<file path="config.mk">
export PLATFORM = sky130hd
export DESIGN_NAME = urxpd_ctx_ram
export DESIGN_NICKNAME = d
export VERILOG_FILES = /design/src/hw/rtl/urxpd_ctx_ram.sv
export SDC_FILE = /design/constraint.sdc
export NUM_CORES = 1
export LEC_CHECK = 0
export BUFFER_PORTS_ARGS = -buffer_cell sky130_fd_sc_hd__buf_4
export CORE_ASPECT_RATIO = 1.25
export CORE_MARGIN = 10
export CORE_UTILIZATION = 50
export DETAILED_ROUTE_END_ITERATION = 10
export PLACE_DENSITY = 0.7
export REMOVE_ABC_BUFFERS = 1
export SYNTH_ARGS = -nofsm -noshare
export SYNTH_HDL_FRONTEND = slang
export SYNTH_SLANG_ARGS = --single-unit
</file>
<file path="constraint.sdc">
create_clock -name clk -period 1.62 [get_ports clk]
set_input_delay 0.324 -clock clk [delete_from_list [all_inputs] [get_ports clk]]
set_output_delay 0.324 -clock clk [all_outputs]
set_load 0.01 [all_outputs]
</file>
<file path="src/hw/rtl/urxpd_ctx_ram.sv">
module urxpd_ctx_ram #(
	parameter int DEPTH = 4,
	parameter int AW    = 2,
	parameter int DW    = 72
) (
	input  logic          clk,
	input  logic          arst_n,
	input  logic          we,
	input  logic [AW-1:0] waddr,
	input  logic [DW-1:0] wdata,
	input  logic          re,
	input  logic [AW-1:0] raddr,
	output logic [DW-1:0] rdata
);

	logic [DW-1:0] mem [DEPTH];
	logic [DEPTH-1:0] vld_q;
	logic [DW-1:0] rdata_q;

	always_ff @(posedge clk or negedge arst_n) begin
		if (!arst_n) begin
			vld_q <= '0;
		end else if (we) begin
			vld_q[waddr] <= 1'b1;
		end
	end

	always_ff @(posedge clk) begin
		if (we) begin
			mem[waddr] <= wdata;
		end
		// an entry never written reads as its reset value of zero
		if (re) begin
			rdata_q <= vld_q[raddr] ? mem[raddr] : '0;
		end
	end

	assign rdata = rdata_q;

endmodule
</file>
# Word level (Yosys, flattened, before mapping)
# Memory sizes are Yosys's and may differ from the RTL's. A register that Yosys moved wholly into a read port is not among the register bits.
# Index checks and enable logic that the tools add are counted.
[op_classes]
n_mux = 6
magnitude_cmp = 3
reduce_logical = 2
bitwise_logic = 1
[ops]
columns = ["op", "n"]
rows = [
  ["2-bit by 3-bit < comparator with 1-bit output, second input constant", 2],
  ["1-bit 2-to-1 mux", 4],
  ["4-bit OR", 1],
  ["1-bit binary-select mux with 2-bit select", 1],
  ["1-bit demux with 2-bit select", 1],
  ["2-bit by 1-bit >= comparator with 1-bit output, second input constant", 1],
  ["1-bit logical AND", 1],
  ["1-bit zero test", 1],
]
[word_totals]
ramBits = 288
ff_bits = 4
mem_count = 1
in_bits = 80
output_inout_bits = 72
wordCells = 14
[memory_table]
columns = ["name", "depth", "width", "read_ports", "rd_ports_with_merged_regs", "wr", "line", "source"]
rows = [
  ["mem", 4, 72, 1, 1, 1, "16", "logic [DW-1:0] mem [DEPTH];"],
]

# Longest topological paths before layout
[depth]
word_depth = 5
depth_mapped = 4
depth_no_buf = 2

# Worst setup path before layout
# No wires, ideal clock.
[synth_path]
kind = "input port to flip-flop"
startpoint = "input port waddr[0]"
endpoint = "register vld_q[0]"
path_slack_ns = -4.680
stages = 2
t_required_ns = 1.522
path_buffers = 0
t_arrival_ns = 6.202
cell_sequence = "nor3b_1 > or2_2"
[synth_via]
elab_chain_cells = 5
elab_cells_between_ends = 6
classes_between = "order compare: 2; mux: 2; bitwise: 1; reduce/logical: 1"
[synth_lines]
columns = ["element", "line", "source"]
rows = [
  ["start: declaration", "9", "input logic [AW-1:0] waddr,"],
  ["2-bit by 3-bit < comparator with 1-bit output (not written as such) / 2-bit by 1-bit >= comparator with 1-bit output (equally long branches)", "24", "vld_q[waddr] <= 1'b1;"],
  ["1-bit logical AND (not written as such)", "24", ""],
  ["1-bit 2-to-1 mux (not written as such)", "24", ""],
  ["1-bit demux with 2-bit select (*)", "24", ""],
  ["4-bit OR (no line) (*)", "n/a", ""],
  ["end signal: assignment", "22", "vld_q <= '0;"],
  ["end signal: indexed assignment", "24", ""],
  ["end: declaration", "17", "logic [DEPTH-1:0] vld_q;"],
]
# Mark *: on every way between the ends. The rest lies on a longest branch, timed or not.
# A chain may end at the register's enable or synchronous reset.

# Worst setup path in the final report
[layout_path]
startpoint = "register vld_q[1]"
endpoint = "register rdata_q[13], in the netlist rdata[13] (read register of mem), data pin"
[layout_via]
elab_chain_cells = 3
[layout_lines]
columns = ["element", "line", "source"]
rows = [
  ["1-bit binary-select mux with 2-bit select", "34", "rdata_q <= vld_q[raddr] ? mem[raddr] : '0;"],
  ["1-bit 2-to-1 mux (not written as such)", "34", ""],
  ["1-bit zero test (no line)", "n/a", ""],
  ["end: declaration", "18", "logic [DW-1:0] rdata_q;"],
]
# No other way between the ends. The select of a mux whose other input is x is not followed.

==> impl_metrics.py <==
metrics = {
    "power_and_ir_drop": {
        "peakVddDrop_uv": 882,
        "power.density_mw_per_mm2": 1240,
        "leakagePower_nw": 5.86,
        "finalPower_w": 0.0207,
    },
    "critical_path": {
        "path_delay_family": "multiplexers",
        "slowest_stage": "mux4_4",
        "cp_data_arrival_time_ns": 1.96,
        "max_stage_delay_ns": 0.67,
        "reg2reg_depth": 3,
        "cp-start-kind": "flop",
        "path_depth": 3,
        "path_buf_inv": 1,
        "worstSetupPathType": "flop to flop",
        "end_kind": "flop",
        "critPathMaxFanout": 25,
        "critPathRequiredTime_ns": 1.88,
        "crit_chain": "mux4_4, buf_12, and2_4",
    },
    "sta": {
        "setup_violations": 72,
        "layout_min_cycle_time_ns": 1.70,
        "relSlewSlack_pct": 78.8,
        "drv_slew": 0,
        "fmax_mhz": 587,
        "final_hold_viol_count": 0,
        "rsz0062_at_grt": "true",
        "period_share_pct": 105,
        "tightest_slew_ns": 0.318,
        "fin_skew_ns": 0.0170,
        "whs_ns": 0.0241,
        "worst_slack_ns": -0.0829,
    },
    "cells_and_area": {
        "nFillCells": 1817,
        "final_cells": 1121,
        "area_growth_pct": 24.0,
        "regArea_mm2": 0.0109,
        "drive_gt1_share_pct": 47.0,
        "multi_input_area_mm2": 0.00241,
        "nets": 829,
        "final_area_mm2": 0.0167,
    },
    "global_routing": {
        "grt_pass1_vias": 6588,
        "overflow": 0,
        "grt_use_total_pct": 15.0,
        "grt_pass1_wl_mm": 39.3,
        "antenna_found_initial": 3,
        "grt_max_degree": 40,
    },
    "floorplan": {
        "core-area_mm2": 0.0267,
        "num_rows": 67,
        "die_h_um": 203,
        "die_w_um": 167,
        "io_pins": 152,
        "dieArea_mm2": 0.0339,
        "start_util_pct": 50.5,
    },
    "route": {
        "vias": 5948,
        "first_pass_iters": 4,
        "ant_nets": 0,
        "drt-total-wl_mm": 25.7,
        "drc": 0,
        "via_per_inst": 5.31,
        "drt_iter0_drc": 406,
        "wl_per_cell_um": 22.9,
    },
    "synth": {
        "ys_seq_area_share_pct": 81.1,
        "synth_seq_cells": 364,
        "yosysWarnings": 0,
        "syn_avg_cell_area_um2": 24.9,
        "synth_area_mm2": 0.0135,
        "yosysUniqueCellTypes": 17,
        "syn_inst": 541,
    },
    "clocking": {
        "cts_tree": "done",
        "clkTransAtPathRegs_ns": 0.06,
        "clk_latency_ns": 0.51,
        "cts_root_buf": "clkbuf_16",
        "clock-sinks": 364,
        "htreeDepth": 2,
        "cts_buffers": 35,
        "clockBufferDepth": 3,
    },
    "min_path": {
        "worstHoldPathType": "input pin to flop",
        "whs_path_depth": 1,
    },
    "status": {
        "violations": "negative setup slack",
        "status": "finished with violations",
    },
    "placed_design": {
        "placed_area_mm2": 0.0154,
        "dp_cells": 1046,
        "io_buffers": 151,
        "pre_cts_slack_ns": -0.224,
        "dp_hpwl_mm": 16.7,
        "gp_congestion": 0.719,
    },
    "job": {
        "maxCapViolCount": 0,
    },
}
power breakdown:
part           leakage, nW  internal (W)  switching, W
sequential            3.39        0.0110      0.000148
clock                0.562       0.00492       0.00318
combinational         1.91      0.000892      0.000634
metrics by stage:
stage	TNS [ns]	util (%)
floorplan	-643.14	-
global placement	-14.33	57.8
detailed placement	-14.99	57.8
CTS	-5.17	62.6
global route	-6.52	62.6
finish	-4.75	62.6
flip-flops by register name, summed over array words and instances (netlist names):
| name | flops |
|---|---|
| mem | 288 |
| rdata | 72 |
| vld_q | 4 |
final timing paths:
check | startpoint | endpoint | slack [ns]
max | vld_q[1] | rdata[13] | -0.08
min | wdata[59] | mem[2][59] | 0.02
max reg2reg | vld_q[1] | rdata[13] | -0.08
min reg2reg | vld_q[3] | vld_q[3] | 0.48
max in group asynchronous | arst_n | vld_q[3] | 1.31
min in group asynchronous | arst_n | vld_q[1] | 0.18
cells in the final DEF, fill, tap and decap left out:
| cell | synthesis | layout |
|---|---|---|
| and2_1 | 2 | 1 |
| and2_4 | 70 | 71 |
| and3_4 | 0 | 1 |
| and3b_4 | 0 | 1 |
| buf_12 | 0 | 23 |
| buf_4 | 0 | 160 |
| bufinv_16 | 0 | 5 |
| clkbuf_1 | 0 | 4 |
| clkbuf_16 | 0 | 37 |
| clkinv_1 | 0 | 12 |
| clkinv_2 | 0 | 3 |
| dfrtp_1 | 4 | 4 |
| diode_2 | 0 | 3 |
| dlygate4sd3_1 | 0 | 11 |
| edfxtp_1 | 360 | 360 |
| mux4_1 | 16 | 16 |
| mux4_2 | 57 | 56 |
| mux4_4 | 0 | 1 |
| nand2_1 | 1 | 1 |
| nor2_4 | 0 | 1 |
| nor3b_2 | 0 | 1 |
| o21bai_1 | 1 | 1 |
| or2_2 | 3 | 3 |
cells by family (layout without fill, tap and decap cells):
kind of cell / Yosys count / in the layout / synth area share [%]
AOI/OAI and AO/OA: 1 / 1 / 0.0558
buffers and inverters: 23 / 255 / 1.16
DFF: 364 / 364 / 81.1
muxes: 73 / 73 / 12.7
other: 0 / 3 / 0
and+or+nand+nor: 80 / 80 / 5.01
final cells by class:
cell class | count | area share (%)
Timing Repair Buffer | 194 | 10.6
Antenna cell | 3 | 0.0450
Tap cell | 345 | 2.59
Sequential cell | 364 | 65.4
Clock inverter | 20 | 1.26
Multi-Input combinational cell | 154 | 14.5
Clock buffer | 41 | 5.64
cells in the mapped netlist, drive strengths merged:
cell      n  area (um^2)
buf      22          151
o21bai    1         7.51
or2       3         18.8
nor3b     1         7.51
clkbuf    1         5.00
and3b     1         8.76
and2     72          626
edfxtp  360        10800
nand2     1         3.75
mux4     73         1700
nor2      1         3.75
dfrtp     4          100
and3      1         6.26
repair_timing:
action | in CTS | in global routing
setup endpoints to repair | 72 | 72
endpoints found under the hold margin | 36 | 0
resized for setup | 0 | 1
hold buffers | 11 | 0
setup buffers | 0 | 0
metal layers:
metal | share of wire, % | vias to the layer above | wire [um] | GRT usage [%]
li1 | - | 2663 | - | -
met1 | 37 | 3083 | 9620 | 17.3
met2 | 55 | 158 | 14000 | 27.0
met3 | 5.9 | 44 | 1520 | 3.93
met4 | 2.1 | 0 | 527 | 4.43
met5 | 0 | - | 0 | 0
(Power assumes the default switching activity.)
